<file path="src/rtl/bdq_pkg.sv">
`default_nettype none
// ----------------------------------------------------------------------------
// bdq_pkg
// shared types, codes and widths for the bounded double-ended queue
// ----------------------------------------------------------------------------
package bdq_pkg;

   localparam int DEPTH_DEFAULT     = 8;
   localparam int WORD_BITS_DEFAULT = 32;

   localparam int CMD_W    = 3;
   localparam int STATUS_W = 2;
   localparam int DATA_W   = 32;
   localparam int OCC_W    = 4;

   typedef enum logic [CMD_W-1:0] {
      CMD_PUSH_FRONT = 3'd0,
      CMD_PUSH_BACK  = 3'd1,
      CMD_POP_FRONT  = 3'd2,
      CMD_POP_BACK   = 3'd3,
      CMD_LIST       = 3'd4
   } cmd_type;

   typedef enum logic [STATUS_W-1:0] {
      STATUS_OK       = 2'd0,
      STATUS_OVERFLOW = 2'd1,
      STATUS_EMPTY    = 2'd2
   } status_type;

   typedef struct packed {
      logic capture;
      logic exec;
      logic list_rd;
   } ctl_type;

   typedef struct packed {
      cmd_type cmd;
      logic    empty;
      logic    list_end;
   } stat_type;

endpackage
`default_nettype wire

</file>
<file path="src/rtl/bdq_ram.sv">
`default_nettype none
// ----------------------------------------------------------------------------
// bdq_ram
// generic simple dual-port ram, one write port, one registered read port
// ----------------------------------------------------------------------------
module bdq_ram #(
   parameter int WIDTH = 32,
   parameter int DEPTH = 8
) (
   input  wire logic                     clock,
   input  wire logic                     we,
   input  wire logic [$clog2(DEPTH)-1:0] waddr,
   input  wire logic [WIDTH-1:0]         wdata,
   input  wire logic [$clog2(DEPTH)-1:0] raddr,
   output logic      [WIDTH-1:0]         rdata
);

   logic [WIDTH-1:0] mem_ff [DEPTH];
   logic [WIDTH-1:0] rdata_ff;

   always_ff @(posedge clock) begin
      if (we) begin
         mem_ff[waddr] <= wdata;
      end
      rdata_ff <= mem_ff[raddr];
   end

   assign rdata = rdata_ff;

endmodule
`default_nettype wire

</file>
<file path="src/rtl/bdq_ctrl.sv">
`default_nettype none
// ----------------------------------------------------------------------------
// bdq_ctrl
// command sequencer: accept, decode and list walk
// ----------------------------------------------------------------------------
module bdq_ctrl (
   input  wire logic              clock,
   input  wire logic              reset,
   input  wire logic              start,
   output logic                   busy,
   output bdq_pkg::ctl_type       ctl,
   input  wire bdq_pkg::stat_type st
);
   import bdq_pkg::*;

   typedef enum logic [1:0] {
      ST_IDLE,
      ST_DECODE,
      ST_LIST
   } state_type;

   state_type state_ff, state_in;
   logic      busy_ff, busy_in;

   always_comb begin
      state_in    = state_ff;
      ctl.capture = 1'b0;
      ctl.exec    = 1'b0;
      ctl.list_rd = 1'b0;
      case (state_ff)
         ST_IDLE: begin
            if (start) begin
               ctl.capture = 1'b1;
               state_in    = ST_DECODE;
            end
         end
         ST_DECODE: begin
            ctl.exec = 1'b1;
            if (st.cmd == CMD_LIST && !st.empty) begin
               state_in = ST_LIST;
            end else begin
               state_in = ST_IDLE;
            end
         end
         ST_LIST: begin
            ctl.list_rd = 1'b1;
            if (st.list_end) begin
               state_in = ST_IDLE;
            end
         end
         default: begin
            state_in = ST_IDLE;
         end
      endcase
      busy_in = (state_in != ST_IDLE);
   end

   always_ff @(posedge clock) begin
      if (reset) begin
         state_ff <= ST_IDLE;
         busy_ff  <= 1'b0;
      end else begin
         state_ff <= state_in;
         busy_ff  <= busy_in;
      end
   end

   assign busy = busy_ff;

   a_list_nonempty: assert property (@(posedge clock) disable iff (reset)
      state_ff == ST_LIST |-> !st.empty)
      else $error("list walk on empty queue");

   a_one_action: assert property (@(posedge clock) disable iff (reset)
      !(ctl.exec && ctl.list_rd))
      else $error("decode and list read together");

   a_list_done: assert property (@(posedge clock) disable iff (reset)
      (ctl.list_rd && st.list_end) |=> !busy_ff)
      else $error("still busy after final list read");

endmodule
`default_nettype wire

</file>
<file path="src/rtl/bdq_datapath.sv">
`default_nettype none
// ----------------------------------------------------------------------------
// bdq_datapath
// ring pointers, slot ram and result registers
// ----------------------------------------------------------------------------
module bdq_datapath #(
   parameter int DEPTH     = bdq_pkg::DEPTH_DEFAULT,
   parameter int WORD_BITS = bdq_pkg::WORD_BITS_DEFAULT
) (
   input  wire logic                                clock,
   input  wire logic                                reset,
   input  wire bdq_pkg::ctl_type                    ctl,
   output bdq_pkg::stat_type                        st,
   input  wire logic        [bdq_pkg::CMD_W-1:0]    req_command,
   input  wire logic signed [bdq_pkg::DATA_W-1:0]   req_push_value,
   output logic                                     rsp_strobe,
   output logic             [bdq_pkg::STATUS_W-1:0] rsp_status,
   output logic signed      [bdq_pkg::DATA_W-1:0]   rsp_data_value,
   output logic             [bdq_pkg::OCC_W-1:0]    rsp_occupancy,
   output logic                                     rsp_last
);
   import bdq_pkg::*;

   localparam int IDX_W = $clog2(DEPTH);
   localparam int CNT_W = $clog2(DEPTH + 1);

   cmd_type                  cmd_ff;
   logic [DATA_W-1:0]        value_ff;
   logic [IDX_W-1:0]         head_ff, head_in;
   logic [CNT_W-1:0]         count_ff, count_in;
   logic [CNT_W-1:0]         idx_ff, idx_in;
   logic                     pend_ff, pend_in;
   logic                     pend_ram_ff, pend_ram_in;
   logic                     pend_last_ff, pend_last_in;
   status_type               pend_status_ff, pend_status_in;

   logic                     rsp_strobe_ff;
   logic [STATUS_W-1:0]      rsp_status_ff;
   logic signed [DATA_W-1:0] rsp_data_value_ff;
   logic [OCC_W-1:0]         rsp_occupancy_ff;
   logic                     rsp_last_ff;

   logic                     full, empty, list_end;
   logic [CNT_W-1:0]         count_m1, offset;
   logic [CNT_W:0]           head_wide, pos_sum, pos_wrap;
   logic [IDX_W-1:0]         ring_pos, head_dec, head_inc;
   logic                     we;
   logic [IDX_W-1:0]         waddr, raddr;
   logic [WORD_BITS-1:0]     wdata, rdata;
   logic [WORD_BITS+DATA_W-1:0] value_wide;
   logic [DATA_W+WORD_BITS-1:0] rd_wide;
   logic [OCC_W+CNT_W-1:0]   occ_wide;

   assign full     = (count_ff == CNT_W'(DEPTH));
   assign empty    = (count_ff == '0);
   assign count_m1 = count_ff - 1'b1;
   assign list_end = (idx_ff == count_m1);

   assign head_wide = {{(CNT_W + 1 - IDX_W){1'b0}}, head_ff};
   assign pos_sum   = head_wide + {1'b0, offset};
   assign pos_wrap  = (pos_sum >= (CNT_W + 1)'(DEPTH)) ? pos_sum - (CNT_W + 1)'(DEPTH) : pos_sum;
   assign ring_pos  = pos_wrap[IDX_W-1:0];
   assign head_dec  = (head_ff == '0) ? IDX_W'(DEPTH - 1) : head_ff - 1'b1;
   assign head_inc  = (head_ff == IDX_W'(DEPTH - 1)) ? '0 : head_ff + 1'b1;

   assign value_wide = {{WORD_BITS{1'b0}}, value_ff};
   assign wdata      = value_wide[WORD_BITS-1:0];
   assign rd_wide    = {{DATA_W{1'b0}}, rdata};
   assign occ_wide   = {{OCC_W{1'b0}}, count_ff};

   always_comb begin
      head_in        = head_ff;
      count_in       = count_ff;
      idx_in         = idx_ff;
      pend_in        = 1'b0;
      pend_ram_in    = 1'b0;
      pend_last_in   = 1'b1;
      pend_status_in = STATUS_OK;
      we             = 1'b0;
      offset         = '0;
      waddr          = ring_pos;
      raddr          = ring_pos;
      if (ctl.list_rd) begin
         offset       = idx_ff;
         idx_in       = idx_ff + 1'b1;
         pend_in      = 1'b1;
         pend_ram_in  = 1'b1;
         pend_last_in = list_end;
      end else if (ctl.exec) begin
         pend_in = 1'b1;
         case (cmd_ff)
            CMD_PUSH_FRONT: begin
               if (full) begin
                  pend_status_in = STATUS_OVERFLOW;
               end else begin
                  we       = 1'b1;
                  waddr    = head_dec;
                  head_in  = head_dec;
                  count_in = count_ff + 1'b1;
               end
            end
            CMD_PUSH_BACK: begin
               offset = count_ff;
               if (full) begin
                  pend_status_in = STATUS_OVERFLOW;
               end else begin
                  we       = 1'b1;
                  count_in = count_ff + 1'b1;
               end
            end
            CMD_POP_FRONT: begin
               if (empty) begin
                  pend_status_in = STATUS_EMPTY;
               end else begin
                  pend_ram_in = 1'b1;
                  head_in     = head_inc;
                  count_in    = count_m1;
               end
            end
            CMD_POP_BACK: begin
               offset = count_m1;
               if (empty) begin
                  pend_status_in = STATUS_EMPTY;
               end else begin
                  pend_ram_in = 1'b1;
                  count_in    = count_m1;
               end
            end
            CMD_LIST: begin
               idx_in = '0;
               if (empty) begin
                  pend_status_in = STATUS_EMPTY;
               end else begin
                  pend_in = 1'b0;
               end
            end
            default: begin
               pend_status_in = STATUS_OK;
            end
         endcase
      end
   end

   bdq_ram #(
      .WIDTH (WORD_BITS),
      .DEPTH (DEPTH)
   ) u_ram (
      .clock (clock),
      .we    (we),
      .waddr (waddr),
      .wdata (wdata),
      .raddr (raddr),
      .rdata (rdata)
   );

   always_ff @(posedge clock) begin
      if (reset) begin
         head_ff       <= '0;
         count_ff      <= '0;
         pend_ff       <= 1'b0;
         rsp_strobe_ff <= 1'b0;
      end else begin
         head_ff       <= head_in;
         count_ff      <= count_in;
         pend_ff       <= pend_in;
         rsp_strobe_ff <= pend_ff;
      end
   end

   always_ff @(posedge clock) begin
      if (ctl.capture) begin
         cmd_ff   <= cmd_type'(req_command);
         value_ff <= req_push_value;
      end
      idx_ff         <= idx_in;
      pend_ram_ff    <= pend_ram_in;
      pend_last_ff   <= pend_last_in;
      pend_status_ff <= pend_status_in;
      if (pend_ff) begin
         rsp_status_ff     <= pend_status_ff;
         rsp_data_value_ff <= pend_ram_ff ? rd_wide[DATA_W-1:0] : '0;
         rsp_occupancy_ff  <= occ_wide[OCC_W-1:0];
         rsp_last_ff       <= pend_last_ff;
      end
   end

   assign st.cmd      = cmd_ff;
   assign st.empty    = empty;
   assign st.list_end = list_end;

   assign rsp_strobe     = rsp_strobe_ff;
   assign rsp_status     = rsp_status_ff;
   assign rsp_data_value = rsp_data_value_ff;
   assign rsp_occupancy  = rsp_occupancy_ff;
   assign rsp_last       = rsp_last_ff;

   a_count_bound: assert property (@(posedge clock) disable iff (reset)
      count_ff <= CNT_W'(DEPTH))
      else $error("fill count beyond depth");

   a_head_bound: assert property (@(posedge clock) disable iff (reset)
      head_wide < (CNT_W + 1)'(DEPTH))
      else $error("head index outside ring");

   a_pend_beat: assert property (@(posedge clock) disable iff (reset)
      pend_ff |=> rsp_strobe_ff)
      else $error("pending result lost");

endmodule
`default_nettype wire

</file>
<file path="src/rtl/bounded_double_ended_queue_top.sv">
`default_nettype none
// ----------------------------------------------------------------------------
// bounded_double_ended_queue_top
// bounded deque of signed words held in a ring
// ----------------------------------------------------------------------------
// a command is taken at a rising edge with start high and busy low:
// req_command selects push front, push back, pop front, pop back or list,
// req_push_value is the word for pushes.
// each result beat shows on the rsp_ ports for one cycle with rsp_strobe;
// rsp_occupancy is the fill after the command, rsp_last marks its final beat.
// a push or pop gives one beat through the decode state, the pending flag
// and the result registers; busy is high only in decode, so the next
// command can be taken while that beat is still in flight. list walks the
// ring one slot ram read per cycle: a queue of n words gives n beats, one
// per cycle; busy stays high to the end of the walk. listing an empty queue gives one empty beat.
// reset empties the queue; slot contents are left as they are.
// the receiver cannot stall: beats must be taken as they come.
// ----------------------------------------------------------------------------
module bounded_double_ended_queue_top #(
   parameter int DEPTH     = bdq_pkg::DEPTH_DEFAULT,
   parameter int WORD_BITS = bdq_pkg::WORD_BITS_DEFAULT
) (
   input  wire logic                                clock,
   input  wire logic                                reset,
   input  wire logic                                start,
   output logic                                     busy,
   input  wire logic        [bdq_pkg::CMD_W-1:0]    req_command,
   input  wire logic signed [bdq_pkg::DATA_W-1:0]   req_push_value,
   output logic                                     rsp_strobe,
   output logic             [bdq_pkg::STATUS_W-1:0] rsp_status,
   output logic signed      [bdq_pkg::DATA_W-1:0]   rsp_data_value,
   output logic             [bdq_pkg::OCC_W-1:0]    rsp_occupancy,
   output logic                                     rsp_last
);
   import bdq_pkg::*;

   ctl_type  ctl;
   stat_type st;

   bdq_ctrl u_ctrl (
      .clock (clock),
      .reset (reset),
      .start (start),
      .busy  (busy),
      .ctl   (ctl),
      .st    (st)
   );

   bdq_datapath #(
      .DEPTH     (DEPTH),
      .WORD_BITS (WORD_BITS)
   ) u_datapath (
      .clock          (clock),
      .reset          (reset),
      .ctl            (ctl),
      .st             (st),
      .req_command    (req_command),
      .req_push_value (req_push_value),
      .rsp_strobe     (rsp_strobe),
      .rsp_status     (rsp_status),
      .rsp_data_value (rsp_data_value),
      .rsp_occupancy  (rsp_occupancy),
      .rsp_last       (rsp_last)
   );

endmodule
`default_nettype wire

</file>
<file path="config.mk">
export PLATFORM = sky130hd
export DESIGN_NAME = bounded_double_ended_queue_top
export DESIGN_NICKNAME = d
export VERILOG_FILES = /design/src/rtl/bdq_pkg.sv /design/src/rtl/bdq_ram.sv /design/src/rtl/bdq_ctrl.sv /design/src/rtl/bdq_datapath.sv /design/src/rtl/bounded_double_ended_queue_top.sv
export SDC_FILE = /design/constraint.sdc
export NUM_CORES = 1
export LEC_CHECK = 0
export ABC_AREA = 1
export BUFFER_PORTS_ARGS = -buffer_cell sky130_fd_sc_hd__buf_4
export CORE_MARGIN = 5
export CORE_UTILIZATION = 35
export DETAILED_ROUTE_END_ITERATION = 12
export PLACE_DENSITY_LB_ADDON = 0.3
export SETUP_SLACK_MARGIN = 0.1
export SYNTH_ARGS = -nofsm -noshare
export SYNTH_HDL_FRONTEND = slang
export SYNTH_HIERARCHICAL = 1
export SYNTH_SLANG_ARGS = --single-unit
export TNS_END_PERCENT = 50
</file>
<file path="constraint.sdc">
create_clock -name clock -period 4.6 [get_ports clock]
set_clock_uncertainty 0.2 [all_clocks]
set_input_delay 0.46 -clock clock [delete_from_list [all_inputs] [get_ports clock]]
set_output_delay 0.46 -clock clock [all_outputs]
set_load 0.03 [all_outputs]
</file>
==> results.py, run 1 <==
metrics = {
    "status": {
        "status": "finished, final reports clean",
    },
    "clock_tree": {
        "cts_sinks": 382,
        "cts_root_buf": "clkbuf_16",
        "cts_max_level": 2,
        "clock_path_buffers": 3,
        "cts_tree": "done",
        "cts_buffers": 40,
        "path_clk_slew_ns": 0.06,
        "post_cts_buffers": 0,
        "insertion_delay_ns": 0.54,
    },
    "critical_path": {
        "r2r-start": "u_datapath/count_ff[0]",
        "r2r_slack_ns": 0.79,
        "worstRegToRegCells": 13,
        "critPathLaunchType": "register",
        "worstPathMaxFanout": 23,
        "crit_required_ns": 4.62,
        "critical_path.endpoint": "u_datapath/u_ram/mem_ff[6][21]",
        "crit_type": "reg2reg",
        "r2r_end": "u_datapath/u_ram/mem_ff[6][21]",
        "startpoint": "u_datapath/count_ff[0]",
        "end_kind": "register",
        "cp.arrival_ns": 3.83,
    },
    "floorplanning": {
        "initial_core_util": 0.355,
        "io_pins": 79,
        "core-area_sq_um": 44400,
        "rows": 77,
        "die_h_um": 222,
        "dieArea_sq_um": 49400,
        "fp.dieW_um": 222,
    },
    "synthesis": {
        "synth_cell_type_count": 34,
        "syn_area_sq_um": 15800,
        "yosysSeqAreaShare": 0.698,
        "synth_edf_count": 334,
        "ys_ff_latch": 382,
        "synth_fp_nets": 1543,
        "yosysWarnings": 6,
        "syn_avg_cell_area_sq_um": 10.5,
        "ys.flop_type": "edfxtp_1",
        "postSynth.asyncResetShare": 0,
        "netlist_instances": 1496,
    },
    "final_layout": {
        "nets": 1663,
        "drive_gt1_frac": 0.118,
        "fillers": 4153,
        "seq_area_sq_um": 11000,
        "n_antenna_cell": 0,
        "multi_input_area_sq_um": 3270,
        "syn_to_final_growth_pct": 18.5,
    },
    "detailed_routing": {
        "route.detailed.drc": 0,
        "ant_nets": 0,
        "wire_per_inst_um": 15.0,
        "firstDrtPassIters": 5,
        "routed-via-count": 9683,
        "vias_per_cell": 4.32,
        "drt-total-wl_um": 33600,
        "drt-initial-drc-count": 619,
    },
    "worst_hold_path": {
        "hold_class": "reg2reg",
        "min_from": "u_datapath/pend_last_ff",
    },
    "place": {
        "hpwl_um": 19400,
        "gp_congestion": 0.826,
        "portBuffers": 78,
    },
    "power_and_ir_drop": {
        "ir_worst_vdd_mv": 0.211,
        "power_density_nw_per_um2": 394,
        "leakagePower_nw": 8.27,
    },
    "timing": {
        "hold_viol_final": 0,
        "max_clock_freq_mhz": 262,
        "worstMarginPinSlew_ns": 1.13,
        "min_period_over_period": 0.829,
        "min_period_ns": 3.81,
        "drv_slew": 0,
        "maxSlewHeadroom": 0.249,
        "hold_ws_ns": 0.202,
        "fin_setup_tns_ns": 0,
        "finalSetupViolCount": 0,
        "rsz0062_at_grt": "false",
    },
    "grt": {
        "grt_antenna_before_repair": 0,
        "grt_pass1_wl_um": 53400,
        "grt_max_degree": 99,
        "grt_pass1_vias": 9634,
        "grt_util_all_layers": 0.135,
        "grt_overflow": 0,
    },
    "job": {
        "maxCapViolCount": 0,
    },
}
==> layout by cell type (no fill, tap or decap), drive strengths merged, types with 2 or more instances in the layout <==
cell type,instances
nor3,2
edfxtp,334
nor2,37
xnor2,5
clkinv,12
nand4,3
nand2,506
buf,96
inv,328
xor2,4
nand3,141
dfxtp,48
ha,8
o21ai,12
a21oi,6
clkbuf,63
dlygate4sd3,36
==> stage by stage <==
| step | instance area, sq um | instances | utilization | total power (W) | setup slack (ns) |
|---|---|---|---|---|---|
| finish | 18700 | 2240 | 0.420 | 0.00736 | 0.789 |
| global route | 18700 | 2240 | 0.420 | 0.00767 | 0.560 |
| CTS | 18700 | 2240 | 0.420 | 0.00747 | 0.778 |
| detailed placement | 17100 | 2130 | 0.384 | 0.00436 | 0.789 |
| global placement | 17100 | 2130 | 0.384 | 0.00435 | 0.864 |
| floorplan | 15800 | 1496 | - | 0.00422 | 0.374 |
==> cells by family (layout without fill, tap and decap cells) <==
logic type	Yosys count	in the layout	share of synthesized area
XOR/XNOR	9	9	0.00500
buffers and inverters	383	535	0.100
AND/OR/NAND/NOR	690	690	0.181
AO/OA/AOI/OAI	23	23	0.00834
flip-flops	382	382	0.698
adder cells (fa/ha/maj)	9	9	0.00762
==> power by group <==
group          total (W)  switching, W  internal, W
clock            0.00306       0.00127      0.00179
sequential       0.00391     0.0000661      0.00385
combinational   0.000385      0.000248     0.000137
total            0.00736       0.00158      0.00577
==> registers in the layout (all words and copies together), names as in the netlist, 2 cells and up <==
name	flops
u_datapath/rsp_occupancy	4
u_datapath/rsp_data_value	32
u_datapath/rsp_status	2
u_datapath/pend_status_ff	2
u_ctrl/state_ff	2
u_datapath/value_ff	32
u_datapath/idx_ff	4
u_datapath/head_ff	3
u_datapath/cmd_ff	3
u_datapath/count_ff	4
u_datapath/u_ram/rdata	32
u_datapath/u_ram/mem_ff	256
==> metal layers <==
| metal | track usage | wire length, um | vias to the layer above |
|---|---|---|---|
| met5 | 0 | 0 | - |
| met4 | 0.0322 | 637 | 0 |
| met3 | 0.0245 | 1590 | 49 |
| met2 | 0.232 | 16400 | 187 |
| met1 | 0.179 | 15000 | 4529 |
| li1 | - | - | 4918 |
==> critical path: stages, from the launching register on <==
cell and delay (ns):
dfxtp_1 0.50, inv_2 0.09, ha_1 0.36, o32ai_1 0.34
a22oi_1 0.18, fa_1 0.43, xnor2_1 0.18, nand3_1 0.11
nand2_2 0.09, nand2_1 0.05, nand2_1 0.12, nand2_1 0.16
nor2_4 0.43, buf_12 0.26
==> layout make-up <==
type	count	share of cell area
sequential	382	0.589
multi-input combinational	731	0.175
inverter	329	0.0663
clock buffer	63	0.0643
timing repair buffer	132	0.0632
tap	592	0.0397
clock inverter	11	0.00308
==> cell usage after synthesis, types with 8 or more instances <==
cell type,instances,area share
nand3_1,139,0.044
inv_2,11,0.0026
edfxtp_1,334,0.64
nor2_1,27,0.0064
o21ai_0,10,0.0032
buf_2,20,0.0064
ha_1,8,0.0064
nand2_1,500,0.12
inv_1,317,0.076
dfxtp_1,48,0.061
buf_6,12,0.0086
clkbuf_1,10,0.0024
==> worst min-delay path by stage <==
stage / slack, ns / end / depth (start not counted)
global route: 0.21 / u_datapath/rsp_status[0] / 0
global placement: 0.19 / u_datapath/rsp_last / 0
finish: 0.20 / u_datapath/rsp_last / 0
detailed placement: 0.19 / u_datapath/rsp_last / 0
floorplan: 0.19 / u_datapath/rsp_last / 0
CTS: 0.20 / u_datapath/rsp_last / 0
==> timing repair <==
| item | CTS | global route |
|---|---|---|
| setup endpoints to repair | 0 | 0 |
| resized for setup | 0 | 0 |
| hold buffers | 36 | 0 |
| hold endpoints to repair | 40 | 0 |
(Power assumes the default switching activity.)
==> run 2, diff against run 1 <==
==> constraint.sdc (replaced) <==
create_clock -name clock -period 3.75 [get_ports clock]
set_clock_uncertainty 0.2 [all_clocks]
set_input_delay 0.375 -clock clock [delete_from_list [all_inputs] [get_ports clock]]
set_output_delay 0.375 -clock clock [all_outputs]
set_load 0.03 [all_outputs]
==> results.py, run 2 (synthesized netlist as in run 1, its figures left out) <==
metrics = {
    "floorplanning": {
        "rows": 77,
        "dieArea_sq_um": 49400,
        "die_h_um": 222,
        "core-area_sq_um": 44400,
        "initial_core_util": 0.355,
        "io_pins": 79,
        "fp.dieW_um": 222,
    },
    "timing": {
        "drv_slew": 0,
        "maxSlewHeadroom": 0.247,
        "hold_ws_ns": 0.166,
        "finalSetupViolCount": 0,
        "max_clock_freq_mhz": 289,
        "rsz0062_at_grt": "false",
        "min_period_over_period": 0.922,
        "hold_viol_final": 0,
        "min_period_ns": 3.46,
        "worstMarginPinSlew_ns": 1.13,
    },
    "place": {
        "placed_cells": 2140,
        "portBuffers": 78,
        "hpwl_um": 20300,
        "gp_congestion": 0.804,
    },
    "final_layout": {
        "fillers": 4196,
        "syn_to_final_growth_pct": 20.4,
        "final_common_cell": "nand2_1",
        "multi_input_area_sq_um": 3280,
        "postLayoutCoreUtil": 0.427,
        "largest_reg_flops": 256,
        "mostFrequentLayoutCells": "nand2_1 (499), edfxtp_1 (334), inv_1 (314), nand3_1 (139), buf_4 (92)",
        "n_antenna_cell": 0,
        "nets": 1679,
        "drive_gt1_frac": 0.130,
        "seq_area_sq_um": 11000,
        "top_register": "u_datapath/u_ram/mem_ff",
        "fin_cells": 2257,
    },
    "clock_tree": {
        "cts_max_level": 2,
        "path_clk_slew_ns": 0.06,
        "clock_path_buffers": 3,
        "insertion_delay_ns": 0.56,
        "cts_sinks": 382,
        "cts_buffers": 41,
        "cts_root_buf": "clkbuf_16",
        "cts_tree": "done",
    },
    "critical_path": {
        "r2r_end": "u_datapath/u_ram/rdata[19]",
        "crit_required_ns": 4.05,
        "worstRegToRegCells": 15,
        "critPathLaunchType": "register",
        "worstPathMaxFanout": 35,
        "r2r_slack_ns": 0.29,
        "r2r-start": "u_datapath/cmd_ff[1]",
        "end_kind": "register",
        "crit_type": "reg2reg",
        "cp.arrival_ns": 3.75,
    },
    "grt": {
        "grt_pass1_vias": 9764,
        "grt_max_degree": 129,
        "grt_pass1_wl_um": 54300,
        "grt_antenna_before_repair": 0,
        "grt_util_all_layers": 0.138,
        "grt_overflow": 0,
    },
    "power_and_ir_drop": {
        "power_density_nw_per_um2": 484,
        "leakagePower_nw": 8.40,
        "power_w": 0.00918,
        "ir_worst_vdd_mv": 0.249,
    },
    "worst_hold_path": {
        "min_from": "start",
        "min_to": "u_ctrl/state_ff[0]",
        "hold_depth": 5,
        "hold_class": "in2reg",
    },
    "detailed_routing": {
        "drt-total-wl_um": 34300,
        "routed-via-count": 9844,
        "wire_per_inst_um": 15.2,
        "drt-initial-drc-count": 629,
        "firstDrtPassIters": 5,
        "ant_nets": 0,
        "vias_per_cell": 4.36,
        "route.detailed.drc": 0,
    },
    "job": {
        "maxCapViolCount": 0,
    },
    "status": {
        "status": "finished, final reports clean",
    },
}
==> run 2: cell types whose count changed in the layout (fill, tap and decap cells not counted), sizes merged <==
cell and change:
inv +1, buf +13, clkbuf -9, clkinv +8
bufinv +3, clkinvlp +1
==> run 2: stage by stage <==
step	cell area [sq um]	setup TNS (ns)	setup WS, ns
2_1_floorplan	15800	-27.26	-0.426
3_3_place_gp	17200	0	0.279
3_5_place_dp	17200	0	0.279
4_1_cts	18900	0	0.241
5_1_grt	19000	0	0.0843
6_report	19000	0	0.293
==> run 2: how the worst max path moves through the flow <==
stage	start	end	slack (ns)	depth (start not counted)
after floorplan	u_datapath/count_ff[0]	u_datapath/u_ram/mem_ff[4][0]	-0.43	12
after global placement	u_datapath/cmd_ff[1]	u_datapath/u_ram/mem_ff[0][9]	0.28	18
after detailed placement	u_datapath/count_ff[1]	u_datapath/u_ram/mem_ff[0][9]	0.28	15
after CTS	u_datapath/cmd_ff[1]	u_datapath/u_ram/mem_ff[6][3]	0.24	16
after global routing	u_datapath/cmd_ff[1]	u_datapath/u_ram/mem_ff[0][0]	0.08	18
final	u_datapath/cmd_ff[1]	u_datapath/u_ram/rdata[19]	0.29	15
==> run 2: what timing repair did <==
| action | in CTS | in global routing |
|---|---|---|
| endpoints found under the hold margin | 43 | 0 |
| resized for setup | 0 | 8 |
| setup endpoints to repair | 0 | 238 |
| buffers inserted | 0 | 3 |
| hold buffers | 36 | 0 |
==> run 2: area by class of cell <==
type	instances	share of cell area
clock inverters	24	0.0113
well taps	592	0.0390
multi-input cells	731	0.173
clock buffers	52	0.0568
repair buffers	147	0.0752
flip-flops and latches	382	0.579
inverters	329	0.0652
==> run 2: worst max-delay path: stages, from the launching register on <==
cell	delay [ns]
edfxtp_1	0.47
inv_2	0.11
nand3_1	0.12
a21oi_1	0.16
o21ai_0	0.10
a21oi_1	0.23
ha_4	0.16
inv_1	0.04
fa_1	0.47
inv_2	0.07
buf_4	0.35
buf_4	0.49
nand3_1	0.17
nand2_1	0.10
nand2_1	0.05
nand2_1	0.08
==> run 2: power breakdown <==
part | internal, W | switching [W] | leakage [nW]
logic | 0.000175 | 0.000303 | 4.34
clock network | 0.00225 | 0.00163 | 0.626
registers | 0.00472 | 0.0000951 | 3.44
==> run 2: per-layer routing <==
layer	share of wire	wire, um	global-route usage	vias up
li1	-	-	-	4958
met1	0.45	15400	0.186	4616
met2	0.48	16500	0.231	220
met3	0.049	1670	0.0283	50
met4	0.020	678	0.0350	0
met5	0	0	0	-
==> run 3, diff against run 2 <==
--- a/config.mk
+++ b/config.mk
@@ -14,6 +14,5 @@
 export SETUP_SLACK_MARGIN = 0.1
 export SYNTH_ARGS = -nofsm -noshare
 export SYNTH_HDL_FRONTEND = slang
-export SYNTH_HIERARCHICAL = 1
 export SYNTH_SLANG_ARGS = --single-unit
 export TNS_END_PERCENT = 50
==> results.py, run 3 <==
metrics = {
    "status": {
        "status": "finished, final reports clean",
    },
    "synthesis": {
        "ys_ff_latch": 382,
        "yosys.area.top_type": "edfxtp_1",
        "synth-xor-area-share": 0.00243,
        "synth_most_common_cell": "edfxtp_1",
        "syn_avg_cell_area_sq_um": 13.1,
        "synthTopCellsByArea": "edfxtp_1 (70%), dfxtp_1 (6.7%), o21ai_0 (4.9%)",
        "syn_area_sq_um": 14400,
        "yosysSeqAreaShare": 0.762,
        "ys.flop_type": "edfxtp_1",
        "postSynth.asyncResetShare": 0,
        "synth_fa_ha_area_frac": 0.0118,
        "synth_compound_area_frac": 0.0856,
        "synth_fp_nets": 1156,
        "synth_cell_type_count": 37,
        "netlist_top_cells_count": "edfxtp_1 (334), nor2_1 (149), nand2_1 (142)",
        "yosysWarnings": 0,
        "synth_edf_count": 334,
        "synth_top_area_share": 0.695,
        "synthMuxAreaShare": 0.000781,
        "synth_top_family_by_area": "simple AND/OR/NAND/NOR gates",
        "netlist_instances": 1105,
        "synth-simple-area-share": 0.102,
    },
    "final_layout": {
        "final_common_cell": "edfxtp_1",
        "fin_cells": 1793,
        "mostFrequentLayoutCells": "edfxtp_1 (334), nand2_1 (142), nor2_1 (141), o21ai_0 (141), buf_4 (92)",
        "nets": 1281,
        "drive_gt1_frac": 0.154,
        "n_antenna_cell": 0,
        "syn_to_final_growth_pct": 21.2,
        "largest_reg_flops": 256,
        "top_register": "u_datapath.u_ram.mem_ff",
    },
    "detailed_routing": {
        "drt-total-wl_um": 31200,
        "ant_nets": 0,
        "routed-via-count": 8744,
        "vias_per_cell": 4.88,
        "route.detailed.drc": 0,
        "drt-initial-drc-count": 539,
        "firstDrtPassIters": 4,
        "wire_per_inst_um": 17.4,
    },
    "floorplanning": {
        "rows": 74,
        "core-area_sq_um": 40800,
        "initial_core_util": 0.353,
        "io_pins": 79,
        "dieArea_sq_um": 45400,
        "die_h_um": 213,
        "fp.dieW_um": 213,
    },
    "power_and_ir_drop": {
        "ir_worst_vdd_mv": 0.262,
        "leakagePower_nw": 6.45,
        "power_w": 0.00937,
        "power_density_nw_per_um2": 536,
    },
    "clock_tree": {
        "clock_path_buffers": 3,
        "cts_max_level": 2,
        "path_clk_slew_ns": 0.06,
        "cts_tree": "done",
        "insertion_delay_ns": 0.53,
        "cts_buffers": 39,
        "cts_sinks": 382,
        "cts_root_buf": "clkbuf_16",
    },
    "worst_hold_path": {
        "hold_class": "in2reg",
        "min_to": "u_ctrl.state_ff[0]",
        "min_from": "start",
        "hold_depth": 5,
    },
    "timing": {
        "hold_viol_final": 0,
        "drv_slew": 0,
        "min_period_over_period": 0.923,
        "worstMarginPinSlew_ns": 1.11,
        "min_period_ns": 3.46,
        "finalSetupViolCount": 0,
        "max_clock_freq_mhz": 289,
        "setup_slack_ns": 0.289,
        "fin_setup_tns_ns": 0,
        "rsz0062_at_grt": "true",
        "hold_ws_ns": 0.0499,
        "maxSlewHeadroom": 0.257,
    },
    "grt": {
        "grt_max_degree": 129,
        "grt_pass1_wl_um": 48900,
        "grt_util_all_layers": 0.137,
        "grt_pass1_vias": 8720,
        "grt_antenna_before_repair": 0,
        "grt_overflow": 0,
    },
    "critical_path": {
        "r2r-start": "u_datapath.count_ff[0]",
        "critPathLaunchType": "register",
        "cp.arrival_ns": 3.49,
        "r2r_end": "u_datapath.u_ram.mem_ff[1][15]",
        "r2r_slack_ns": 0.29,
        "worstRegToRegCells": 11,
        "crit_type": "reg2reg",
        "worstPathMaxFanout": 16,
        "end_kind": "register",
        "crit_required_ns": 3.78,
    },
    "place": {
        "hpwl_um": 17200,
        "placed_cells": 1685,
        "portBuffers": 78,
        "gp_congestion": 0.825,
        "place_ws_ns": 0.255,
    },
    "job": {
        "maxCapViolCount": 0,
    },
}
-- run 3: changes by cell type after synthesis, moves of 6 or more --
cell      change
inv_1       -257
buf_2         -6
nor2_1      +122
buf_6         -9
o22ai_1      +64
nand3_1      -89
clkbuf_1     +26
o21ai_0     +131
nand2_1     -358
-- run 3: logic make-up after synthesis --
kind of cell / Yosys count
DFF: 382
buffers and inverters: 121
adders and majority gates: 13
muxes: 1
and+or+nand+nor: 358
AOI/OAI and AO/OA: 226
xor gates and xnor gates: 4
-- run 3: repair_timing --
action                                 CTS  global route
setup endpoints to repair                0            18
endpoints found under the hold margin   40             0
resized for setup                        0             1
buffers inserted                         0             0
hold buffers                            36             0
-- run 3: per-layer routing --
metal | track usage | vias up | routed length, um | part of all wire
met5 | 0 | - | 0 | 0
met4 | 0.0335 | 0 | 529 | 0.017
met3 | 0.0242 | 40 | 1630 | 0.052
met2 | 0.235 | 207 | 15300 | 0.49
met1 | 0.183 | 4295 | 13800 | 0.44
li1 | - | 4202 | - | -
-- run 3: how the worst max path moves through the flow --
stage / start / end / slack, ns / depth (start not counted)
final: u_datapath.count_ff[0] / u_datapath.u_ram.mem_ff[1][15] / 0.29 / 11
after floorplan: u_datapath.count_ff[0] / u_datapath.u_ram.mem_ff[1][0] / -0.05 / 11
after CTS: u_datapath.count_ff[0] / u_datapath.u_ram.mem_ff[1][2] / 0.24 / 11
after detailed placement: u_datapath.count_ff[0] / u_datapath.u_ram.mem_ff[1][13] / 0.25 / 11
after global routing: u_datapath.count_ff[0] / u_datapath.u_ram.rdata[15] / 0.07 / 10
after global placement: u_datapath.count_ff[0] / u_datapath.u_ram.mem_ff[1][18] / 0.30 / 11
-- run 3: cell type report --
| cell class | count | area [sq um] |
|---|---|---|
| fillers | 3742 | 23400 |
| flip-flops and latches | 382 | 11000 |
| multi-input cells | 602 | 3000 |
| repair buffers | 139 | 1260 |
| clock buffers | 63 | 1190 |
| well taps | 532 | 666 |
| inverters | 66 | 249 |
| clock inverters | 9 | 110 |
-- run 3: stage by stage --
stage          area (sq um)  utilization
2_1_floorplan         14500            -
3_3_place_gp          15800        0.387
3_5_place_dp          15800        0.387
4_1_cts               17500        0.428
5_1_grt               17500        0.428
6_report              17500        0.428
-- run 3: power by group --
group,total [W],internal (W),switching (W)
sequential,0.00489,0.00478,0.000114
combinational,0.000615,0.000220,0.000395
clock,0.00386,0.00231,0.00155
-- run 3: critical path, cell delays in order (launching register included) --
cell	delay, ns
dfxtp_1	0.48
inv_1	0.16
ha_1	0.38
o32ai_1	0.31
a22o_1	0.22
fa_2	0.45
inv_2	0.09
nand2_1	0.05
o21ai_1	0.14
nand3_1	0.24
nor2_4	0.21
buf_6	0.22
